==> config.mk <==
export PLATFORM = sky130hd
export DESIGN_NAME = calendar_date_counter_unit
export DESIGN_NICKNAME = d
export VERILOG_FILES = /design/src/sv/cdate_pkg.sv /design/src/sv/cdate_seq.sv /design/src/sv/cdate_dp.sv /design/src/sv/calendar_date_counter_unit.sv
export SDC_FILE = /design/constraint.sdc
export NUM_CORES = 1
export LEC_CHECK = 0
export BUFFER_PORTS_ARGS = -buffer_cell sky130_fd_sc_hd__buf_2
export CORE_UTILIZATION = 39
export CTS_BUF_LIST = sky130_fd_sc_hd__clkbuf_16
export CTS_CLUSTER_SIZE = 10
export DETAILED_ROUTE_END_ITERATION = 7
export RECOVER_POWER = 50
export SLEW_MARGIN = 25
export SYNTH_ARGS = -nofsm -noshare
export SYNTH_HDL_FRONTEND = slang
export SYNTH_SLANG_ARGS = --single-unit
==> constraint.sdc <==
create_clock -name clk -period 4.3 [get_ports clk]
set_input_delay 0.215 -clock clk [delete_from_list [all_inputs] [get_ports clk]]
set_output_delay 0.215 -clock clk [all_outputs]
set_load 0.1 [all_outputs]
==> src/sv/cdate_pkg.sv <==
`timescale 1ns / 1ps
// Types, constants and the microcode ROM shared by the calendar date counter.
// No dependencies; used by cdate_seq, cdate_dp and calendar_date_counter_unit.
package cdate_pkg;

  // Field widths fixed by the interface
  localparam int MONTH_IN_W = 4;
  localparam int DAY_IN_W   = 6;
  localparam int YEAR_W     = 12;
  localparam int CNT_IN_W   = 16;
  localparam int MONTH_W    = 4;
  localparam int DAY_W      = 5;

  // Microprogram counter width (five-step program in an eight-word ROM)
  localparam int UPC_W = 3;

  // Calendar limits
  localparam logic [YEAR_W-1:0]  YEAR_MIN     = 12'd1900;
  localparam logic [YEAR_W-1:0]  YEAR_MAX_SET = 12'd2100;
  localparam logic [YEAR_W-1:0]  YEAR_LIMIT   = 12'd4095;
  localparam logic [MONTH_W-1:0] MONTH_DEC    = 4'd12;
  localparam logic [MONTH_W-1:0] MONTH_FEB    = 4'd2;
  localparam logic [MONTH_W-1:0] MONTH_JAN    = 4'd1;
  localparam logic [DAY_W-1:0]   DAY_FIRST    = 5'd1;
  localparam logic [DAY_W-1:0]   DAY_LAST_DEC = 5'd31;
  localparam logic [6:0]         YR_LO_LAST   = 7'd99;
  localparam logic [5:0]         CEN_MIN      = 6'd19;

  // Request types
  localparam logic REQ_SET     = 1'b0;
  localparam logic REQ_ADVANCE = 1'b1;

  // Datapath operations
  typedef enum logic [2:0] {
    OP_NOP,
    OP_LATCH,
    OP_SET,
    OP_ADVANCE,
    OP_EMIT
  } op_t;

  // Branch conditions
  typedef enum logic [2:0] {
    COND_ALWAYS,
    COND_IN_VALID,
    COND_REQ_ADV,
    COND_ADV_DONE,
    COND_OUT_FREE
  } cond_t;

  // One control word: if cond holds jump to target, else hold or step on
  typedef struct packed {
    op_t              op;
    cond_t            cond;
    logic             hold;
    logic [UPC_W-1:0] target;
  } uword_t;

  // Sequencer to datapath
  typedef struct packed {
    op_t  op;
    logic in_take;
  } ctrl_t;

  // Datapath to sequencer
  typedef struct packed {
    logic req_adv;
    logic adv_done;
    logic out_free;
  } status_t;

  // Program step addresses
  localparam logic [UPC_W-1:0] UA_WAIT    = 3'd0;
  localparam logic [UPC_W-1:0] UA_BRANCH  = 3'd1;
  localparam logic [UPC_W-1:0] UA_SET     = 3'd2;
  localparam logic [UPC_W-1:0] UA_ADVANCE = 3'd3;
  localparam logic [UPC_W-1:0] UA_EMIT    = 3'd4;

  // Microcode ROM
  function automatic uword_t ucode(input logic [UPC_W-1:0] addr);
    uword_t w;
    w = '{op: OP_NOP, cond: COND_ALWAYS, hold: 1'b0, target: UA_WAIT};
    unique case (addr)
      // wait for a transaction and capture it
      UA_WAIT:    w = '{op: OP_LATCH,   cond: COND_IN_VALID, hold: 1'b1, target: UA_BRANCH};
      // advance requests go to the day loop, set falls through
      UA_BRANCH:  w = '{op: OP_NOP,     cond: COND_REQ_ADV,  hold: 1'b0, target: UA_ADVANCE};
      UA_SET:     w = '{op: OP_SET,     cond: COND_ALWAYS,   hold: 1'b0, target: UA_EMIT};
      // one day per pass until the count runs out or the date saturates
      UA_ADVANCE: w = '{op: OP_ADVANCE, cond: COND_ADV_DONE, hold: 1'b1, target: UA_EMIT};
      // hand the date to the output register
      UA_EMIT:    w = '{op: OP_EMIT,    cond: COND_OUT_FREE, hold: 1'b1, target: UA_WAIT};
      default:    w = '{op: OP_NOP,     cond: COND_ALWAYS,   hold: 1'b0, target: UA_WAIT};
    endcase
    return w;
  endfunction

  // Gregorian month length; invalid month codes read as 31
  function automatic logic [DAY_W-1:0] month_days(input logic [MONTH_W-1:0] m,
                                                   input logic leap);
    logic [DAY_W-1:0] len;
    len = 5'd31;
    unique case (m)
      4'd2:                      len = leap ? 5'd29 : 5'd28;
      4'd4, 4'd6, 4'd9, 4'd11:   len = 5'd30;
      default:                   len = 5'd31;
    endcase
    return len;
  endfunction

  // Leap rule from year split as century and year within century
  function automatic logic leap_of(input logic [6:0] lo, input logic [5:0] cen);
    return (lo != 7'd0) ? (lo[1:0] == 2'd0) : (cen[1:0] == 2'd0);
  endfunction

endpackage

==> src/sv/cdate_seq.sv <==
`timescale 1ns / 1ps
// Microcode sequencer: step counter, control ROM lookup and conditional jumps.
// Depends on cdate_pkg.
module cdate_seq (
  input  logic              clk,
  input  logic              rst,
  input  logic              in_valid,
  input  cdate_pkg::status_t status,
  output cdate_pkg::ctrl_t  ctrl,
  output logic              in_stall
);

  logic [cdate_pkg::UPC_W-1:0] upc;
  logic [cdate_pkg::UPC_W-1:0] upc_next;
  cdate_pkg::uword_t           uw;
  logic                        cond_ok;

  // Control word for the current step
  assign uw = cdate_pkg::ucode(upc);

  // Branch condition select
  always_comb begin
    unique case (uw.cond)
      cdate_pkg::COND_ALWAYS:   cond_ok = 1'b1;
      cdate_pkg::COND_IN_VALID: cond_ok = in_valid;
      cdate_pkg::COND_REQ_ADV:  cond_ok = status.req_adv;
      cdate_pkg::COND_ADV_DONE: cond_ok = status.adv_done;
      cdate_pkg::COND_OUT_FREE: cond_ok = status.out_free;
      default:                  cond_ok = 1'b1;
    endcase
  end

  // Next step: jump, hold, or fall through
  always_comb begin
    if (cond_ok) begin
      upc_next = uw.target;
    end else if (uw.hold) begin
      upc_next = upc;
    end else begin
      upc_next = upc + cdate_pkg::UPC_W'(1);
    end
  end

  always_ff @(posedge clk) begin
    if (rst) begin
      upc <= cdate_pkg::UA_WAIT;
    end else begin
      upc <= upc_next;
    end
  end

  // Input is taken only in the capture step
  assign in_stall     = (uw.op != cdate_pkg::OP_LATCH);
  assign ctrl.op      = uw.op;
  assign ctrl.in_take = (uw.op == cdate_pkg::OP_LATCH) && in_valid;

endmodule

==> src/sv/cdate_dp.sv <==
`timescale 1ns / 1ps
// Date datapath: input capture, set validation, one-day step, output register.
// Depends on cdate_pkg; driven by cdate_seq control words.
module cdate_dp #(
  parameter int COUNT_WIDTH = 16
) (
  input  logic                            clk,
  input  logic                            rst,
  input  cdate_pkg::ctrl_t                ctrl,
  output cdate_pkg::status_t              status,
  input  logic                            req_type,
  input  logic [cdate_pkg::MONTH_IN_W-1:0] month_in,
  input  logic [cdate_pkg::DAY_IN_W-1:0]  day_in,
  input  logic [cdate_pkg::YEAR_W-1:0]    year_in,
  input  logic [cdate_pkg::CNT_IN_W-1:0]  day_count,
  output logic                            out_valid,
  input  logic                            out_stall,
  output logic [cdate_pkg::MONTH_W-1:0]   month_out,
  output logic [cdate_pkg::DAY_W-1:0]     day_out,
  output logic [cdate_pkg::YEAR_W-1:0]    year_out,
  output logic                            overflow
);

  // Only the low COUNT_WIDTH bits of the count field take part
  localparam int CntW = (COUNT_WIDTH < cdate_pkg::CNT_IN_W) ? COUNT_WIDTH
                                                            : cdate_pkg::CNT_IN_W;

  // Captured transaction
  logic                             req_q;
  logic [cdate_pkg::MONTH_IN_W-1:0] mon_q;
  logic [cdate_pkg::DAY_IN_W-1:0]   day_q;
  logic [cdate_pkg::YEAR_W-1:0]     yr_q;
  logic [CntW-1:0]                  cnt;

  // Current date, with the year also kept as century and year within century
  logic [cdate_pkg::MONTH_W-1:0] cur_month;
  logic [cdate_pkg::DAY_W-1:0]   cur_day;
  logic [cdate_pkg::YEAR_W-1:0]  cur_year;
  logic [6:0]                    yr_lo;
  logic [5:0]                    yr_cen;
  logic                          ovf;

  // Set path
  logic [cdate_pkg::MONTH_W-1:0] set_month;
  logic [cdate_pkg::YEAR_W-1:0]  set_year;
  logic [cdate_pkg::YEAR_W-1:0]  set_off_full;
  logic [7:0]                    set_off;
  logic [6:0]                    set_lo;
  logic [5:0]                    set_cen;
  logic [cdate_pkg::DAY_W-1:0]   set_len;
  logic [cdate_pkg::DAY_W-1:0]   set_day;

  // Advance path
  logic [cdate_pkg::DAY_W-1:0]   cur_len;
  logic                          at_end;
  logic                          at_limit;
  logic                          cnt_zero;
  logic                          out_free;

  // Validate a set request
  always_comb begin
    set_month = ((mon_q >= cdate_pkg::MONTH_JAN) && (mon_q <= cdate_pkg::MONTH_DEC))
                ? mon_q : cdate_pkg::MONTH_JAN;
    set_year  = ((yr_q >= cdate_pkg::YEAR_MIN) && (yr_q <= cdate_pkg::YEAR_MAX_SET))
                ? yr_q : cdate_pkg::YEAR_MIN;
    set_off_full = set_year - cdate_pkg::YEAR_MIN;
    set_off      = set_off_full[7:0];
    if (set_off < 8'd100) begin
      set_lo  = set_off[6:0];
      set_cen = 6'd19;
    end else if (set_off < 8'd200) begin
      set_lo  = 7'(set_off - 8'd100);
      set_cen = 6'd20;
    end else begin
      set_lo  = 7'd0;
      set_cen = 6'd21;
    end
    set_len = cdate_pkg::month_days(set_month, cdate_pkg::leap_of(set_lo, set_cen));
    set_day = ((day_q >= 6'd1) && (day_q <= {1'b0, set_len})) ? day_q[4:0]
                                                              : cdate_pkg::DAY_FIRST;
  end

  // Month end and saturation detection for the day loop
  always_comb begin
    cur_len  = cdate_pkg::month_days(cur_month, cdate_pkg::leap_of(yr_lo, yr_cen));
    at_end   = (cur_day >= cur_len);
    at_limit = at_end && (cur_month == cdate_pkg::MONTH_DEC) &&
               (cur_year >= cdate_pkg::YEAR_LIMIT);
    cnt_zero = (cnt == '0);
    out_free = !out_valid || !out_stall;
  end

  assign status.req_adv  = (req_q == cdate_pkg::REQ_ADVANCE);
  assign status.adv_done = cnt_zero || at_limit;
  assign status.out_free = out_free;

  // Date state and overflow flag
  always_ff @(posedge clk) begin
    if (rst) begin
      cur_month <= cdate_pkg::MONTH_JAN;
      cur_day   <= cdate_pkg::DAY_FIRST;
      cur_year  <= cdate_pkg::YEAR_MIN;
      yr_lo     <= 7'd0;
      yr_cen    <= cdate_pkg::CEN_MIN;
      ovf       <= 1'b0;
    end else begin
      unique case (ctrl.op)
        cdate_pkg::OP_LATCH: begin
          if (ctrl.in_take) begin
            ovf <= 1'b0;
          end
        end
        cdate_pkg::OP_SET: begin
          cur_month <= set_month;
          cur_day   <= set_day;
          cur_year  <= set_year;
          yr_lo     <= set_lo;
          yr_cen    <= set_cen;
        end
        cdate_pkg::OP_ADVANCE: begin
          if (!cnt_zero) begin
            if (at_limit) begin
              cur_day  <= cdate_pkg::DAY_LAST_DEC;
              cur_year <= cdate_pkg::YEAR_LIMIT;
              ovf      <= 1'b1;
            end else if (!at_end) begin
              cur_day <= cur_day + cdate_pkg::DAY_W'(1);
            end else begin
              cur_day <= cdate_pkg::DAY_FIRST;
              if (cur_month == cdate_pkg::MONTH_DEC) begin
                cur_month <= cdate_pkg::MONTH_JAN;
                cur_year  <= cur_year + cdate_pkg::YEAR_W'(1);
                if (yr_lo == cdate_pkg::YR_LO_LAST) begin
                  yr_lo  <= 7'd0;
                  yr_cen <= yr_cen + 6'd1;
                end else begin
                  yr_lo <= yr_lo + 7'd1;
                end
              end else begin
                cur_month <= cur_month + cdate_pkg::MONTH_W'(1);
              end
            end
          end
        end
        default: begin
        end
      endcase
    end
  end

  // Transaction capture and day countdown
  always_ff @(posedge clk) begin
    if (ctrl.in_take) begin
      req_q <= req_type;
      mon_q <= month_in;
      day_q <= day_in;
      yr_q  <= year_in;
      cnt   <= day_count[CntW-1:0];
    end else if ((ctrl.op == cdate_pkg::OP_ADVANCE) && !cnt_zero && !at_limit) begin
      cnt <= cnt - CntW'(1);
    end
  end

  // Output register
  always_ff @(posedge clk) begin
    if (rst) begin
      out_valid <= 1'b0;
    end else if ((ctrl.op == cdate_pkg::OP_EMIT) && out_free) begin
      out_valid <= 1'b1;
    end else if (!out_stall) begin
      out_valid <= 1'b0;
    end
  end

  always_ff @(posedge clk) begin
    if ((ctrl.op == cdate_pkg::OP_EMIT) && out_free) begin
      month_out <= cur_month;
      day_out   <= cur_day;
      year_out  <= cur_year;
      overflow  <= ovf;
    end
  end

endmodule

==> src/sv/calendar_date_counter_unit.sv <==
`timescale 1ns / 1ps
// Calendar date counter top level: microcode sequencer plus date datapath.
// A set transaction passes the branch, set and emit steps before its result
// is registered; an advance passes branch, the day loop (one day per cycle)
// and emit. A new transaction is taken only once the last result is emitted.
// Reset (synchronous): date is 1 Jan 1900, no result pending, input taken next.
// Depends on cdate_pkg, cdate_seq, cdate_dp.
module calendar_date_counter_unit #(
  parameter int COUNT_WIDTH = 16
) (
  input  logic                             clk,
  input  logic                             rst,
  input  logic                             in_valid,
  output logic                             in_stall,
  input  logic                             req_type,
  input  logic [cdate_pkg::MONTH_IN_W-1:0] month_in,
  input  logic [cdate_pkg::DAY_IN_W-1:0]   day_in,
  input  logic [cdate_pkg::YEAR_W-1:0]     year_in,
  input  logic [cdate_pkg::CNT_IN_W-1:0]   day_count,
  output logic                             out_valid,
  input  logic                             out_stall,
  output logic [cdate_pkg::MONTH_W-1:0]    month_out,
  output logic [cdate_pkg::DAY_W-1:0]      day_out,
  output logic [cdate_pkg::YEAR_W-1:0]     year_out,
  output logic                             overflow
);

  cdate_pkg::ctrl_t   ctrl;
  cdate_pkg::status_t status;

  // Control program
  cdate_seq u_seq (
    .clk      (clk),
    .rst      (rst),
    .in_valid (in_valid),
    .status   (status),
    .ctrl     (ctrl),
    .in_stall (in_stall)
  );

  // Date datapath and output register
  cdate_dp #(
    .COUNT_WIDTH (COUNT_WIDTH)
  ) u_dp (
    .clk       (clk),
    .rst       (rst),
    .ctrl      (ctrl),
    .status    (status),
    .req_type  (req_type),
    .month_in  (month_in),
    .day_in    (day_in),
    .year_in   (year_in),
    .day_count (day_count),
    .out_valid (out_valid),
    .out_stall (out_stall),
    .month_out (month_out),
    .day_out   (day_out),
    .year_out  (year_out),
    .overflow  (overflow)
  );

endmodule
==> summary.md, run 1 <==
| Metric | Value |
|---|---|
| Layout cells sized above 1 | 19.0% |
| Number of antenna violations at the first check in global routing | 0 |
| CTS tree | done |
| Post-route ant nets | 0 |
| Detailed Place HPWL | 8.90 mm |
| Crit share post-route | 97.8% |
| Nets@finish | 669 |
| Count of unique library cells instantiated by Yosys | 74 |
| Synth Register Bits | 96 |
| Final worst-path setup slack | 0.0961 ns |
| PortBufs | 66 |
| Combinational share of power | 37.3% |
| Finished Layout Cells | 782 |
| Worst-Skew Late Latency | 0.35 ns |
| Top cells by area in the synthesized netlist | sky130_fd_sc_hd__edfxtp_1, sky130_fd_sc_hd__dfxtp_1, sky130_fd_sc_hd__ha_1 |
| Horizontal die dimension | 118 um |
| Critical path capture point type | register |
| Critical path required time | 4.51 ns |
| Cell Int Power | 0.00214 W |
| Routed length per instance | 16.0 um |
| Register area share after synthesis | 48.5% |
| Max Cap Viol | 0 |
| Worst IR drop on VDD | 0.211 mV |
| Synth Net Count | 588 |
| Fraction of power spent switching nets | 40.6% |
| Routability cong. | 0.846 |
| Max transition margin | 5.34% |
| Yosys Warn Count | 0 |
| Global router's overall resource usage | 18.0% |
| Reg power frac | 41.1% |
| Power per cell area | 577 nW/um^2 |
| I/O pin count | 67 |
| Number of detailed-route iterations in the first pass | 4 |
| Critical path fanouts, max | 4 |
| Number of buffers inserted by hold repair at cts | 0 |
| Transition time at the pin with the least slew margin | 1.42 ns |
| Area growth from synthesis to final layout | 19.4% |
| ANT cells | 0 |
| Number of synthesized flops with an enable pin | 61 |
| Portion of total power attributed to the clock network | 21.6% |
| Final setup vio count | 0 |
| Drt total wl | 12.5 mm |
| Top Layer Used | met4 |
| H-tree depth reported by CTS | 3 |
| Wire length of the first global-routing pass | 19.9 mm |
| Met1 WL | 5.88 mm |
| Gate Count Post-Synth | 524 |
| Clk slew on worst S/H paths | 0.06 ns |
| Largest buffer count on any clock path | 2 |
| Remaining Overflow, GRT | 0 |
| Hold crit path type | primary input to register |
| Largest net degree at the start of global routing | 36 |
| Fin util | 48.6% |
| FMAX | 238 MHz |
| Endpoints failing hold | 0 |
| Async set or reset register ratio after synthesis | 0% |
| Setup Slack @ Placement | 0.0303 ns |
| Height of the die | 118 um |
| Number of vias in the routed layout | 4379 |
| Crit Path Category | register to register |
| Leading post-synthesis cells by instance count | sky130_fd_sc_hd__edfxtp_1, sky130_fd_sc_hd__nor2_1, sky130_fd_sc_hd__a21oi_1, sky130_fd_sc_hd__dfxtp_1, sky130_fd_sc_hd__nand2_1 |
| Die area | 13800 sq um |
| Post-Synthesis Mean Instance Area | 9.96 sq um |
| Total length of routed met2 wires | 5.89 mm |
| Share of the synthesized area in the top cell type | 35.1% |
| Sw Pwr | 0.00146 W |
| Crit start category | register |
| Leakage power total | 2.29 nW |
| Max-slew violation total from the final report | 0 |
| Met3 routed wirelength | 587 um |
| Number of clock sinks seen by CTS | 96 |
| Run status | finished clean |
| Crit path time final | 4.20 ns |
| Filler instances | 1224 |
| Area of the mapped netlist | 5220 sq um |
| Starting density of the core | 40.7% |
| Number of global-route vias before repair | 4147 |
| Drc violations | 0 |
| DRT iter0 DRCs | 251 |
| Buffer type at the clock tree root | sky130_fd_sc_hd__clkbuf_16 |
| Cell count after placement | 763 |
| Worst Clk Skew | 0.00610 ns |
| Cell row count | 41 |
| Routed via count divided by cell count | 5.60 |
| Number of buffers created by CTS | 9 |
| Unrepaired setup endpoints after global routing | yes |
| Flip-flop cell with the highest count after synthesis | sky130_fd_sc_hd__edfxtp_1 |
| Data arrival time of the critical path | 4.41 ns |
| Largest area contributor in the synthesized netlist | sky130_fd_sc_hd__edfxtp_1 |
| Core region area | 12800 sq um |
-- path summary, 6_finish.rpt --
path	startpoint	endpoint	slack (ns)	cells past startpoint
worst max-delay path	u_dp.yr_q[10]	u_dp.cur_day[2]	0.1	21
worst max register to register	u_dp.yr_q[10]	u_dp.cur_day[2]	0.1	21
worst min-delay path	day_in[2]	u_dp.day_q[2]	0.03	1
worst min register to register	u_dp.ovf	u_dp.overflow	0.44	0
-- registers in the layout, summed over array words and instances (netlist names), 2 cells and up --
name and count:
u_dp.mon_q 4, u_dp.day_q 6, u_dp.cnt 16, u_dp.yr_lo 7
u_dp.yr_q 12, u_dp.year_out 12, u_dp.cur_year 12, u_dp.month_out 4
u_dp.yr_cen 2, u_seq.upc 3, u_dp.day_out 5, u_dp.cur_month 4
u_dp.cur_day 5
-- area by class of cell --
type	count	area (sq um)	area share, %
inverter	23	86.3	1.39
multi-input combinational	388	2660	42.7
timing repair buffer	87	454	7.29
tap	172	215	3.45
sequential	96	2530	40.6
clock inverter	7	56.3	0.904
clock buffer	9	225	3.61
-- kinds of logic after synthesis --
group           synth area share, %
simple gates                   19.9
compound gates                 18.7
flops                          48.5
buf+inv                        3.14
xor+xnor                       3.86
fa+ha+maj                      5.03
mux                           0.767
-- cells in the final DEF, fill, tap and decap left out, types with 16 or more instances in the layout --
cell,synthesis,routed
sky130_fd_sc_hd__a21oi_1,49,47
sky130_fd_sc_hd__buf_2,2,42
sky130_fd_sc_hd__buf_4,3,20
sky130_fd_sc_hd__clkbuf_1,12,25
sky130_fd_sc_hd__dfxtp_1,35,35
sky130_fd_sc_hd__edfxtp_1,61,61
sky130_fd_sc_hd__ha_1,21,18
sky130_fd_sc_hd__inv_1,23,25
sky130_fd_sc_hd__nand2_1,31,31
sky130_fd_sc_hd__nand3_1,16,16
sky130_fd_sc_hd__nor2_1,61,60
sky130_fd_sc_hd__nor3_1,19,16
sky130_fd_sc_hd__o21ai_0,26,24
sky130_fd_sc_hd__xnor2_1,18,17
-- metrics by stage --
step                total power [W]  TNS [ns]  instance area (sq um)  hold WS (ns)
floorplan                   0.00246         0                   5220         0.309
global placement            0.00275         0                   5830         0.392
detailed placement          0.00279         0                   5830         0.393
CTS                         0.00357         0                   6110        0.0248
global route                0.00380    -0.541                   6230        0.0263
finish                      0.00359         0                   6230        0.0344
-- power groups by stage --
| stage | combinational [W] | clock (W) | sequential [W] |
|---|---|---|---|
| finish | 0.00134 | 0.000777 | 0.00148 |
| global route | 0.00146 | 0.000829 | 0.00151 |
| floorplan | 0.000748 | 0 | 0.00172 |
| detailed placement | 0.00130 | 0 | 0.00149 |
| CTS | 0.00130 | 0.000796 | 0.00147 |
| global placement | 0.00127 | 0 | 0.00148 |
-- critical path, stage by stage, from the launching register on --
cell and delay [ns]:
sky130_fd_sc_hd__edfxtp_1 0.39, sky130_fd_sc_hd__or4b_4 0.56, sky130_fd_sc_hd__nor3_4 0.21, sky130_fd_sc_hd__a22oi_2 0.13
sky130_fd_sc_hd__nor2_1 0.18, sky130_fd_sc_hd__inv_1 0.10, sky130_fd_sc_hd__ha_4 0.18, sky130_fd_sc_hd__a21oi_2 0.24
sky130_fd_sc_hd__xnor2_2 0.17, sky130_fd_sc_hd__a31oi_4 0.15, sky130_fd_sc_hd__nand3b_1 0.21, sky130_fd_sc_hd__a21oi_2 0.13
sky130_fd_sc_hd__nand4_1 0.09, sky130_fd_sc_hd__o311a_1 0.15, sky130_fd_sc_hd__ha_2 0.18, sky130_fd_sc_hd__nor2b_1 0.11
sky130_fd_sc_hd__o2111ai_1 0.13, sky130_fd_sc_hd__a21oi_1 0.18, sky130_fd_sc_hd__nor3_2 0.08, sky130_fd_sc_hd__buf_4 0.19
sky130_fd_sc_hd__a221oi_2 0.23, sky130_fd_sc_hd__nor3_1 0.07
-- timing repair --
action / in CTS / in global routing
resized for setup: 0 / 26
setup endpoints to repair: 0 / 5
buffers inserted: 0 / 3
-- routing by layer --
metal / GRT usage, % / vias up
li1: - / 2141
met1: 23.4 / 2111
met2: 28.7 / 114
met3: 3.54 / 13
met4: 8.09 / 0
met5: 0 / -
No activity file was read; power rests on OpenSTA's default activity.
==> run 2, diff against run 1 <==
ABC_AREA = 1   (was default)
==> run 2 against run 1 <==
  * Via count shrank 0.53%
  * Critical path depth grew 10
  * Largest cell class is now sequential cells
  * Clock skew grew 0.0030 ns
  * Combinational power grew 7%
  * Critical endpoint unchanged
==> summary.md, run 2 <==
| Metric | Value |
|---|---|
| Nets@finish | 757 |
| Max transition margin | 17.5% |
| Number of global-route vias before repair | 4004 |
| Crit start category | register |
| Flip-flop cell with the highest count after synthesis | sky130_fd_sc_hd__edfxtp_1 |
| Crit path from | u_dp.yr_q[8] |
| Number of antenna violations at the first check in global routing | 0 |
| Multiplexer fraction of the synthesized cell area | 0% |
| Filler instances | 1300 |
| Number of detailed-route iterations in the first pass | 5 |
| Hold crit path type | primary input to register |
| Largest register by flop count | u_dp.cnt |
| I/O pin count | 67 |
| Number of buffers inserted by hold repair at cts | 0 |
| Critical path capture point type | register |
| Combinational family with the most area after synthesis | simple AND/OR/NAND/NOR gates |
| Top library cells by usage in the layout, fill and taps aside | sky130_fd_sc_hd__nand2_1, sky130_fd_sc_hd__inv_1, sky130_fd_sc_hd__nor2_1 |
| Unrepaired setup endpoints after global routing | no |
| Detailed Place HPWL | 8.44 mm |
| Routed length per instance | 13.2 um |
| Max Cap Viol | 0 |
| Height of the die | 119 um |
| Area growth from synthesis to final layout | 14.5% |
| Run status | finished clean |
| Core region area | 13200 sq um |
| Drt total wl | 11.5 mm |
| Cell row count | 42 |
| ANT cells | 0 |
| Simple-Gate Fraction of Synth Area | 21.9% |
| Number of synthesized flops with an enable pin | 61 |
| Critical path required time | 4.54 ns |
| Area fraction in compound gates after synthesis | 14.3% |
| Post-route ant nets | 0 |
| Wire length of the first global-routing pass | 19.0 mm |
| Crit share post-route | 88.7% |
| Post-place instance area | 5850 sq um |
| Buffer type at the clock tree root | sky130_fd_sc_hd__clkbuf_16 |
| Drc violations | 0 |
| Starting density of the core | 40.0% |
| Gate Count Post-Synth | 620 |
| Number of buffers created by CTS | 9 |
| Transition time at the pin with the least slew margin | 1.24 ns |
| Number of setup buffers added after CTS | 0 |
| R2r worst-path depth | 31 |
| Final setup vio count | 0 |
| Yosys Warn Count | 0 |
| Clk slew on worst S/H paths | 0.06 ns |
| Top-count cell post-synth | sky130_fd_sc_hd__nand2_1 |
| Capture instance of the worst register-to-register path | u_dp.cur_day[2] |
| PortBufs | 66 |
| Routed via count divided by cell count | 4.98 |
| Sequential cell area in the final layout | 2530 sq um |
| Accumulated negative setup slack | 0 ns |
| Async set or reset register ratio after synthesis | 0% |
| Endpoints failing hold | 0 |
| Max incr delay on CP | 0.39 ns |
| Worst IR drop on VDD | 0.262 mV |
| Share of the synthesized area in the top cell type | 34.6% |
| Cell with the largest stage delay on the worst path | sky130_fd_sc_hd__edfxtp_1 |
| FMAX | 262 MHz |
| Crit path time final | 3.81 ns |
| Flip-flop count of the largest register, all copies and words added | 16 |
| Synth Net Count | 684 |
| Data arrival time of the critical path | 4.05 ns |
| Post-Synthesis Mean Instance Area | 8.54 sq um |
| Critical path fanouts, max | 10 |
| Post-synthesis adder-cell area fraction | 4.96% |
| Register-to-register path setup slack | 0.49 ns |
| Die area | 14000 sq um |
| Synth Register Bits | 96 |
| Critical path destination | u_dp.cur_day[2] |
| Max-slew violation total from the final report | 0 |
| Footprint of the multi-input gates | 2390 sq um |
| Cells resized by post-CTS repair | 0 |
| Register area share after synthesis | 47.8% |
| Largest area contributor in the synthesized netlist | sky130_fd_sc_hd__edfxtp_1 |
| CTS tree | done |
| Number of clock sinks seen by CTS | 96 |
| Fin util | 45.8% |
| Area of the mapped netlist | 5290 sq um |
| Count of unique library cells instantiated by Yosys | 45 |
| Post-synthesis xor/xnor area fraction | 3.97% |
| Global router's overall resource usage | 17.0% |
| H-tree depth reported by CTS | 3 |
| Top cells by area in the synthesized netlist | sky130_fd_sc_hd__edfxtp_1, sky130_fd_sc_hd__dfxtp_1, sky130_fd_sc_hd__nand2_1 |
| Final design area excluding fillers | 6060 sq um |
| Horizontal die dimension | 119 um |
| Routability cong. | 0.897 |
| Worst-Skew Late Latency | 0.35 ns |
| Largest buffer count on any clock path | 2 |
| Number of vias in the routed layout | 4356 |
| Launch point of the worst reg-to-reg path | u_dp.yr_q[8] |
| Crit Path Category | register to register |
| Remaining Overflow, GRT | 0 |
| Worst Clk Skew | 0.00909 ns |
| Power per cell area | 604 nW/um^2 |
| Largest net degree at the start of global routing | 40 |
| DRT iter0 DRCs | 328 |
| Leakage power total | 2.59 nW |
| Leading post-synthesis cells by instance count | sky130_fd_sc_hd__nand2_1, sky130_fd_sc_hd__inv_1, sky130_fd_sc_hd__nor2_1, sky130_fd_sc_hd__edfxtp_1, sky130_fd_sc_hd__o21ai_0 |
| Most frequent standard cell in the layout excluding fill and tap cells | sky130_fd_sc_hd__nand2_1 |
| Layout cells sized above 1 | 13.8% |
## run 2: cell types whose count changed in the layout (fill, tap and decap cells not counted), moves of 15 or more
| cell | before | now |
|---|---|---|
| sky130_fd_sc_hd__nand2_1 | 31 | 106 |
| sky130_fd_sc_hd__buf_4 | 20 | 4 |
| sky130_fd_sc_hd__o21ai_0 | 24 | 49 |
| sky130_fd_sc_hd__nand3_1 | 16 | 43 |
| sky130_fd_sc_hd__inv_1 | 25 | 78 |
| sky130_fd_sc_hd__xor2_1 | 5 | 20 |
## run 2: cell type report
cell class | instances | area share [%]
Multi-Input combinational cell | 426 | 39.4
Timing Repair Buffer | 71 | 5.53
Sequential cell | 96 | 41.8
Clock buffer | 9 | 3.71
Tap cell | 176 | 3.63
Inverter | 89 | 5.51
Clock inverter | 7 | 0.433
## run 2: logic make-up (layout without fill, tap and decap cells)
logic type,after synthesis,after routing
fa+ha+maj,21,21
buf+inv,98,176
xor+xnor,24,24
flops,96,96
simple gates,252,252
compound gates,129,129
## run 2: through the flow
stage | power [W] | hold WS [ns] | cells | setup WS, ns
4_1_cts | 0.00368 | 0.0292 | 874 | 0.471
3_5_place_dp | 0.00298 | 0.393 | 858 | 0.536
6_report | 0.00366 | 0.0402 | 874 | 0.485
2_1_floorplan | 0.00262 | 0.314 | 620 | 0.774
5_1_grt | 0.00395 | 0.0303 | 874 | 0.119
3_3_place_gp | 0.00294 | 0.392 | 858 | 0.704
## run 2: per-layer routing
layer / global-route usage (%) / vias up / wire length, um
li1: - / 2255 / -
met1: 22.8 / 1958 / 5480
met2: 27.2 / 127 / 5160
met3: 2.99 / 16 / 647
met4: 7.12 / 0 / 210
met5: 0 / - / 0
## run 2: worst min-delay path by stage
stage / cells past startpoint / slack, ns / start / to
2_1_floorplan: 0 / 0.31 / day_in[0] / u_dp.day_q[0]
3_3_place_gp: 1 / 0.39 / year_in[3] / u_dp.yr_q[3]
3_5_place_dp: 1 / 0.39 / month_in[2] / u_dp.mon_q[2]
4_1_cts: 1 / 0.03 / month_in[2] / u_dp.mon_q[2]
5_1_grt: 1 / 0.03 / month_in[2] / u_dp.mon_q[2]
6_report: 1 / 0.04 / month_in[2] / u_dp.mon_q[2]
## run 2: critical path, delay by kind of cell (launching register included)
| family | cells | cell delay [ns] |
|---|---|---|
| AOI/OAI and AO/OA | 6 | 0.72 |
| and+or+nand+nor | 18 | 1.75 |
| buffers and inverters | 5 | 0.32 |
| adders and majority gates | 2 | 0.51 |
| DFF | 1 | 0.39 |
## run 2: where the power goes
group | internal (W) | switching [W] | total (W)
sequential | 0.00132 | 0.000200 | 0.00152
combinational | 0.000444 | 0.00100 | 0.00144
clock | 0.000378 | 0.000323 | 0.000701
